File: src/rtl/arp_pkg.sv
`timescale 1ns / 1ps
// ----------------------------------------------------------------------------
// arp_pkg
// Shared constants, types and controller/datapath interface structs.
// ----------------------------------------------------------------------------
package arp_pkg;

    localparam int ENTRIES = 16;
    localparam int IDX_W   = $clog2(ENTRIES);
    localparam int IP_W    = 32;
    localparam int MAC_W   = 48;
    localparam int STAMP_W = 32;
    localparam int AGE_W   = 16;
    localparam int ADDR_W  = 4;

    localparam logic [1:0] CMD_LOOKUP  = 2'd0;
    localparam logic [1:0] CMD_REQUEST = 2'd1;
    localparam logic [1:0] CMD_REPLY   = 2'd2;
    localparam logic [1:0] CMD_NONE    = 2'd3;

    localparam logic [ADDR_W-1:0] REG_ENABLE  = 4'h0;
    localparam logic [ADDR_W-1:0] REG_OWN_IP  = 4'h4;
    localparam logic [ADDR_W-1:0] REG_MAX_AGE = 4'h8;

    localparam logic [AGE_W-1:0] MAX_AGE_RST = 16'd300;
    localparam logic [MAC_W-1:0] MAC_BCAST   = {MAC_W{1'b1}};

    // Controller to datapath commands
    typedef struct packed {
        logic load;     // capture input transaction
        logic age;      // advance tick, wrap, expire
        logic search;   // resolve lookup hit/refresh
        logic learn;    // write learned mapping
    } arp_cmd_t;

    // Datapath to controller status
    typedef struct packed {
        logic is_lookup;
        logic do_learn;
    } arp_sts_t;

endpackage

File: src/rtl/arp_ctrl.sv
`timescale 1ns / 1ps
// ----------------------------------------------------------------------------
// arp_ctrl
// Sequencer: accept, then age and search (lookup) or learn, then present result.
// ----------------------------------------------------------------------------
module arp_ctrl (
    input  logic              aclk,
    input  logic              aresetn,
    input  logic              s_valid,
    output logic              s_ready,
    output logic              m_valid,
    input  logic              m_ready,
    output arp_pkg::arp_cmd_t cmd_o,
    input  arp_pkg::arp_sts_t sts_i
);
    import arp_pkg::*;

    typedef enum logic [4:0] {
        ST_IDLE   = 5'b00001,
        ST_AGE    = 5'b00010,
        ST_SEARCH = 5'b00100,
        ST_LEARN  = 5'b01000,
        ST_OUT    = 5'b10000
    } state_t;

    state_t state_reg, state_next;

    assign s_ready = (state_reg == ST_IDLE);
    assign m_valid = (state_reg == ST_OUT);

    always_comb begin
        state_next   = state_reg;
        cmd_o        = '0;
        case (state_reg)
            ST_IDLE: begin
                if (s_valid) begin
                    cmd_o.load = 1'b1;
                    state_next = ST_AGE;
                end
            end
            ST_AGE: begin
                if (sts_i.is_lookup) begin
                    cmd_o.age  = 1'b1;
                    state_next = ST_SEARCH;
                end else if (sts_i.do_learn) begin
                    state_next = ST_LEARN;
                end else begin
                    state_next = ST_OUT;
                end
            end
            ST_SEARCH: begin
                cmd_o.search = 1'b1;
                state_next   = ST_OUT;
            end
            ST_LEARN: begin
                cmd_o.learn = 1'b1;
                state_next  = ST_OUT;
            end
            ST_OUT: begin
                if (m_ready) state_next = ST_IDLE;
            end
            default: state_next = ST_IDLE;
        endcase
    end

    always_ff @(posedge aclk) begin
        if (!aresetn) state_reg <= ST_IDLE;
        else          state_reg <= state_next;
    end
endmodule

File: config.mk
export PLATFORM = sky130hd
export DESIGN_NAME = arp_ctrl
export DESIGN_NICKNAME = d
export VERILOG_FILES = /design/src/rtl/arp_pkg.sv /design/src/rtl/arp_ctrl.sv
export SDC_FILE = /design/constraint.sdc
export NUM_CORES = 1
export LEC_CHECK = 0
export BUFFER_PORTS_ARGS = -buffer_cell sky130_fd_sc_hd__buf_2
export CORE_AREA = 8 8 45 47
export CTS_CLUSTER_DIAMETER = 120
export DETAILED_ROUTE_END_ITERATION = 6
export DIE_AREA = 0 0 53 55
export PLACE_DENSITY = 0.45
export SKIP_LAST_GASP = 1
export SYNTH_ARGS = -nofsm -noshare
export SYNTH_HDL_FRONTEND = slang
export SYNTH_SLANG_ARGS = --single-unit
File: constraint.sdc
create_clock -name aclk -period 3.23 [get_ports aclk]
set_input_delay 0.8075 -clock aclk [delete_from_list [all_inputs] [get_ports aclk]]
set_output_delay 0.8075 -clock aclk [all_outputs]
set_load 0.05 [all_outputs]
==> results of run 1 <==
report_power, final:
part	switching, mW	total (mW)	leakage, nW	internal [mW]
clock	0.0233	0.0698	0.0150	0.0466
combinational	0.0323	0.0500	0.141	0.0177
sequential	0.00671	0.0721	0.0408	0.0654
total	0.0623	0.192	0.197	0.130
worst reg2reg max path, delay by kind of cell, from the launching register on:
family	cells	cell delay, ps
simple gates	1	110
flops	1	500
compound gates	2	470
layout by cell type (no fill, tap or decap), types with 2 or more instances in the layout:
cell type / instances
sky130_fd_sc_hd__nor3_1: 2
sky130_fd_sc_hd__nor2_1: 5
sky130_fd_sc_hd__dfxtp_1: 5
sky130_fd_sc_hd__inv_1: 4
sky130_fd_sc_hd__and3_1: 3
sky130_fd_sc_hd__nor3b_1: 2
sky130_fd_sc_hd__clkbuf_4: 3
sky130_fd_sc_hd__buf_2: 11
routing by layer:
| layer | GRT usage | vias to the layer above | routed length [um] |
|---|---|---|---|
| li1 | - | 171 | - |
| met1 | 0.0593 | 143 | 339 |
| met2 | 0.0801 | 9 | 326 |
| met3 | 0.0267 | 4 | 56 |
| met4 | 0.0776 | 0 | 36 |
| met5 | 0 | - | 0 |
final cells by class:
type                            count  area, um2
Clock buffer                        4       26.3
Fill cell                         164        953
Inverter                            4       15.0
Multi-Input combinational cell     30        214
Sequential cell                     5        100
Tap cell                           16       20.0
Timing Repair Buffer               11       55.1
through the flow:
| stage | total power [mW] | instances | instance area, um2 | setup slack [ps] | utilization |
|---|---|---|---|---|---|
| floorplan | 0.111 | 41 | 344 | 880 | - |
| global placement | 0.124 | 66 | 404 | 1120 | 0.292 |
| detailed placement | 0.124 | 66 | 404 | 1110 | 0.292 |
| CTS | 0.196 | 70 | 430 | 950 | 0.311 |
| global route | 0.207 | 70 | 430 | 860 | 0.311 |
| finish | 0.192 | 70 | 430 | 963 | 0.311 |
cell families (layout without fill, tap and decap cells):
group	count (synthesis)	in the layout	synth area share
xor gates and xnor gates	1	1	0.0255
buffers and inverters	6	19	0.0872
DFF	5	5	0.291
and+or+nand+nor	23	23	0.455
AOI/OAI and AO/OA	6	6	0.142
worst min path at each step:
stage / end / slack (ps) / start / cells after the start
6_report: state_reg[3] / 560 / state_reg[1] / 2
5_1_grt: state_reg[4] / 590 / state_reg[1] / 2
4_1_cts: state_reg[3] / 570 / state_reg[1] / 2
3_5_place_dp: state_reg[3] / 560 / state_reg[1] / 2
3_3_place_gp: state_reg[3] / 570 / state_reg[1] / 2
2_1_floorplan: state_reg[3] / 510 / state_reg[1] / 2
==> results_dict.tcl, run 1 <==
set metrics [dict create \
    netlist_area_um2 344 \
    crit_path_cell_trace "or3_1 > nor2_1 > buf_2" \
    post_synth_inst_count 41 \
    critical_path.slowest_cell "sky130_fd_sc_hd__or3_1" \
    place.detailed.hpwl_um 614 \
    clkSinkCount 5 \
    flow.area_growth_from_synthesis_pct 25.1 \
    grtUsageTotal 0.0590 \
    finalHoldWorstSlack_ps 563 \
    synth_flop_cell "sky130_fd_sc_hd__dfxtp_1" \
    grt_pass1_wl_um 1180 \
    cts_hold_buffers 0 \
    finalCriticalPeriod_ps 2270 \
    cts_buffer_depth 2 \
    post_synth_net_total 47 \
    outcome "complete, no violations" \
    detail_route.vias_per_cell 4.67 \
    critPathArrivalTime_ps 1460 \
    setup-violations-final 0 \
    syn-mean-instance-area_um2 8.39 \
    detailedRoute.firstIterationViolations 4 \
    worst_setup_path_startpoint "state_reg[4]" \
    reg2reg_to "state_reg[0]" \
    timing.max_slew.rel_slack 0.784 \
    worst-path-buf-inv 1 \
    rrSetupSlack_ps 2050 \
    worst-slew-pin-transition_ps 324 \
    r2r_cells 3 \
    worst_setup_path_endpoint "cmd_o[1]" \
    netlist_top_cells_count "5 x sky130_fd_sc_hd__dfxtp_1, 5 x sky130_fd_sc_hd__nor2_1, 4 x sky130_fd_sc_hd__inv_1" \
    synth.lib_cells_used.distinct 25 \
    largest_register_ff_count 5 \
    numCtsBuffers 3 \
    ctsRootBufferMaster "sky130_fd_sc_hd__clkbuf_4" \
    synth_largest_type_area_fraction 0.291 \
    core_region_area_um2 1380 \
    die_x_um 53 \
    ys_seq_elements 5 \
    die_h_um 55 \
    drtAntennaViolNets 0 \
    antenna_cells_inserted 0 \
    power_density_nw_per_um2 446 \
    antenna_found_initial 0 \
    maxCapViolCount 0 \
    drc_errors 0 \
    port_buffers 11 \
    irDropWorstVdd_mv 0.220 \
    synth_enable_flop_cells 0 \
    peak_fanout_along_the_critical_path 9 \
    final_nets 61 \
    clk_latency_ps 240 \
    first_pass_iters 4 \
    cts_tree "done" \
    grt_start_max_net_pins 10 \
    clk_transition_reported_paths_ps 40 \
    cp-start-kind "register" \
    crit_path_end_kind "output port" \
    synthArstFlopShare 0 \
    timing.hold.worst.class "register to register" \
    postCtsSetupBuffers 0 \
    floorplan.rows 14 \
    fp.dieArea_um2 2920 \
    ctsResizeCount 0 \
    total_leakage_power_nw 0.197 \
    post_drt_wl_per_cell_um 10.8 \
    routed-via-count 327 \
    ioPinCount 12 \
    worst_r2r_startpoint "state_reg[2]" \
    slew_viol_final 0 \
    setup_tns_after_final_layout_ps 0 \
    fin_skew_ps 1.51 \
    report.final.hold_viol_count 0 \
    criticalPathCategory "register to output port" \
    worst_path_largest_cell_delay_ps 450 \
    timing.critical_path.max_delay_family "simple AND/OR/NAND/NOR gates" \
    grt_pass1_vias 285 \
    synth.area.top_cells "sky130_fd_sc_hd__dfxtp_1 29%, sky130_fd_sc_hd__nor4_4 6.2%, sky130_fd_sc_hd__and3_1 5.5%" \
    fmaxAchievable_mhz 441 \
    period_share 0.702 \
    rsz_0062_raised_after_global_routing "false" \
    initial_core_util 0.249 \
    route.final.wire_length_um 758 \
    path_depth 3 \
    clock_tree.htree_level_count 1 \
    cp.required_ps 2420 \
    part_of_the_yosys_area_used_for_sequential_elements 0.291 \
    yosysWarningCount 0 \
    drive_gt1_frac 0.352 \
    weighted_congestion_reported_at_the_end_of_routability_driven_placement 0.628 \
    global_route.overflow_total 0 \
    synth_largest_area_cell "sky130_fd_sc_hd__dfxtp_1" \
]
Power figures use the tool's default switching activity.
==> run 2, diff against run 1 <==
--- a/config.mk
+++ b/config.mk
@@ -5,12 +5,13 @@
 export SDC_FILE = /design/constraint.sdc
 export NUM_CORES = 1
 export LEC_CHECK = 0
+export ABC_AREA = 1
 export BUFFER_PORTS_ARGS = -buffer_cell sky130_fd_sc_hd__buf_2
 export CORE_AREA = 8 8 45 47
 export CTS_CLUSTER_DIAMETER = 120
 export DETAILED_ROUTE_END_ITERATION = 6
 export DIE_AREA = 0 0 53 55
-export PLACE_DENSITY = 0.45
+export PLACE_DENSITY = 0.43
 export SKIP_LAST_GASP = 1
 export SYNTH_ARGS = -nofsm -noshare
 export SYNTH_HDL_FRONTEND = slang
==> constraint.sdc (replaced) <==
create_clock -name aclk -period 2.2 [get_ports aclk]
set_input_delay 0.55 -clock aclk [delete_from_list [all_inputs] [get_ports aclk]]
set_output_delay 0.55 -clock aclk [all_outputs]
set_load 0.05 [all_outputs]
==> run 2 against run 1 <==
  * Routed wire length decreased by 5.4%
  * Core utilization decreased by 1.4 points
  * Hold slack got worse by 46 ps
  * Non-clock buffer count unchanged
  * Final cell count increased by 17%
  * Register-to-register slack got worse by 880 ps
  * Flip-flop and latch count unchanged
  * Clock skew about the same
  * First-iteration DRC count increased by 100%
  * Worst setup slack got worse by 620 ps
  * Via count increased by 4.6%
  * Critical path depth increased by 2
==> results_dict.tcl, run 2 <==
set metrics [dict create \
    total_power_mw 0.281 \
    first_pass_iters 5 \
    detail_route.vias_per_cell 4.17 \
    drtAntennaViolNets 0 \
    grtUsageTotal 0.0524 \
    report.final.hold_viol_count 0 \
    grt_pass1_wl_um 1100 \
    final_nets 73 \
    core_region_area_um2 1380 \
    global_route.overflow_total 0 \
    place.detailed.hpwl_um 611 \
    synth_largest_area_cell "sky130_fd_sc_hd__dfxtp_1" \
    synth_flop_cell "sky130_fd_sc_hd__dfxtp_1" \
    detailedRoute.firstIterationViolations 8 \
    netlist_top_cells_count "15 x sky130_fd_sc_hd__inv_1, 9 x sky130_fd_sc_hd__nand2_1, 7 x sky130_fd_sc_hd__nor2_1" \
    part_of_the_yosys_area_used_for_sequential_elements 0.315 \
    area_of_combinational_cells_with_multiple_inputs_um2 154 \
    die_x_um 53 \
    stdcell_count 82 \
    clk_transition_reported_paths_ps 40 \
    setup-violations-final 0 \
    grt_pass1_vias 308 \
    netlist_area_um2 318 \
    synthMostInstantiatedCell "sky130_fd_sc_hd__inv_1" \
    maxCapViolCount 0 \
    fp.dieArea_um2 2920 \
    clk_latency_ps 250 \
    setup_tns_after_final_layout_ps 0 \
    ioPinCount 12 \
    crit_path_end_kind "output port" \
    initial_core_util 0.230 \
    antenna_cells_inserted 0 \
    fmaxAchievable_mhz 540 \
    power_density_nw_per_um2 683 \
    sequential_cell_area_um2 100 \
    cp-start-kind "register" \
    weighted_congestion_reported_at_the_end_of_routability_driven_placement 0.783 \
    synth_largest_type_area_fraction 0.315 \
    synth_enable_flop_cells 0 \
    cts_buffer_depth 2 \
    critPathArrivalTime_ps 1300 \
    rrSetupSlack_ps 1170 \
    timing.max_slew.rel_slack 0.834 \
    flow.area_growth_from_synthesis_pct 29.5 \
    ctsResizeCount 0 \
    ctsRootBufferMaster "sky130_fd_sc_hd__clkbuf_4" \
    most_common_cell_after_layout_fill_and_taps_aside "sky130_fd_sc_hd__inv_1" \
    worst-slew-pin-transition_ps 251 \
    finalHoldWorstSlack_ps 517 \
    drc_errors 0 \
    antenna_found_initial 0 \
    placed_area_um2 385 \
    clkSinkCount 5 \
    outcome "complete, no violations" \
    die_h_um 55 \
    finalInstanceArea_um2 412 \
    synth.lib_cells_used.distinct 11 \
    cp.required_ps 1650 \
    fin_skew_ps 1.57 \
    timing.hold.worst.class "primary input to register" \
    routed-via-count 342 \
    irDropWorstVdd_mv 0.316 \
    port_buffers 11 \
    post_synth_inst_count 52 \
    route.final.wire_length_um 717 \
    ys_seq_elements 5 \
    rsz_0062_raised_after_global_routing "false" \
    yosysWarningCount 0 \
    finalCriticalPeriod_ps 1850 \
    cts_tree "done" \
    criticalPathCategory "register to output port" \
    grt_start_max_net_pins 7 \
    cts_hold_buffers 0 \
    clock_tree.htree_level_count 1 \
    placed_cells_incl_taps 78 \
    synthArstFlopShare 0 \
    final_cell_mix "15 x sky130_fd_sc_hd__inv_1, 11 x sky130_fd_sc_hd__buf_2, 9 x sky130_fd_sc_hd__nand2_1, 7 x sky130_fd_sc_hd__nor2_1, 5 x sky130_fd_sc_hd__dfxtp_1" \
    postCtsSetupBuffers 0 \
    post_synth_net_total 58 \
    fill_cells 154 \
    period_share 0.842 \
    peak_fanout_along_the_critical_path 4 \
    largest_register_ff_count 5 \
    syn-mean-instance-area_um2 6.11 \
    synth.area.top_cells "sky130_fd_sc_hd__dfxtp_1 31%, sky130_fd_sc_hd__inv_1 18%, sky130_fd_sc_hd__nand2_1 11%" \
    floorplan.rows 14 \
    slew_viol_final 0 \
    post_drt_wl_per_cell_um 8.74 \
    total_leakage_power_nw 0.257 \
    drive_gt1_frac 0.288 \
    numCtsBuffers 3 \
]
[run 2: cell count changes in the layout (fill, tap and decap cells not counted), moves of 3 or more]
cell,change
sky130_fd_sc_hd__nand2_1,+9
sky130_fd_sc_hd__inv_1,+11
sky130_fd_sc_hd__nand3_1,+4
sky130_fd_sc_hd__and3_1,-3
[run 2: cells by family after synthesis]
| group | synth area share |
|---|---|
| AND/OR/NAND/NOR | 0.484 |
| buffers and inverters | 0.201 |
| flip-flops | 0.315 |
[run 2: stage by stage]
stage / setup WS [ps] / util
after floorplan: 390 / -
after global placement: 607 / 0.278
after detailed placement: 605 / 0.278
after CTS: 342 / 0.297
after global routing: 285 / 0.297
final: 347 / 0.297
[run 2: layout make-up]
| type | instances | share of cell area |
|---|---|---|
| Multi-Input combinational cell | 31 | 0.374 |
| Clock buffer | 4 | 0.0638 |
| Inverter | 15 | 0.137 |
| Sequential cell | 5 | 0.243 |
| Tap cell | 16 | 0.0486 |
| Timing Repair Buffer | 11 | 0.134 |
[run 2: path summary, 6_finish.rpt]
check,start,endpoint,cells after the start
max,state_reg[1],cmd_o[2],5
min,aresetn,state_reg[4],3
max reg2reg,state_reg[1],state_reg[0],7
min reg2reg,state_reg[0],state_reg[1],4
[run 2: layer usage]
layer | track usage | wire [um]
met1 | 0.0470 | 312
met2 | 0.0840 | 302
met3 | 0.0107 | 51
met4 | 0.0776 | 50
met5 | 0 | 0
[run 2: critical path: stages, from the launching register on]
cell                      delay, ps
sky130_fd_sc_hd__dfxtp_1        380
sky130_fd_sc_hd__inv_1           70
sky130_fd_sc_hd__nor2_2         100
sky130_fd_sc_hd__nand3_1        140
sky130_fd_sc_hd__nor2_1         110
sky130_fd_sc_hd__buf_2          260
[run 2: where the power goes]
| group | switching [mW] | leakage [nW] | total, mW | internal, mW |
|---|---|---|---|---|
| logic | 0.0503 | 0.201 | 0.0708 | 0.0205 |
| clock network | 0.0414 | 0.0150 | 0.110 | 0.0688 |
| registers | 0.00476 | 0.0408 | 0.100 | 0.0956 |
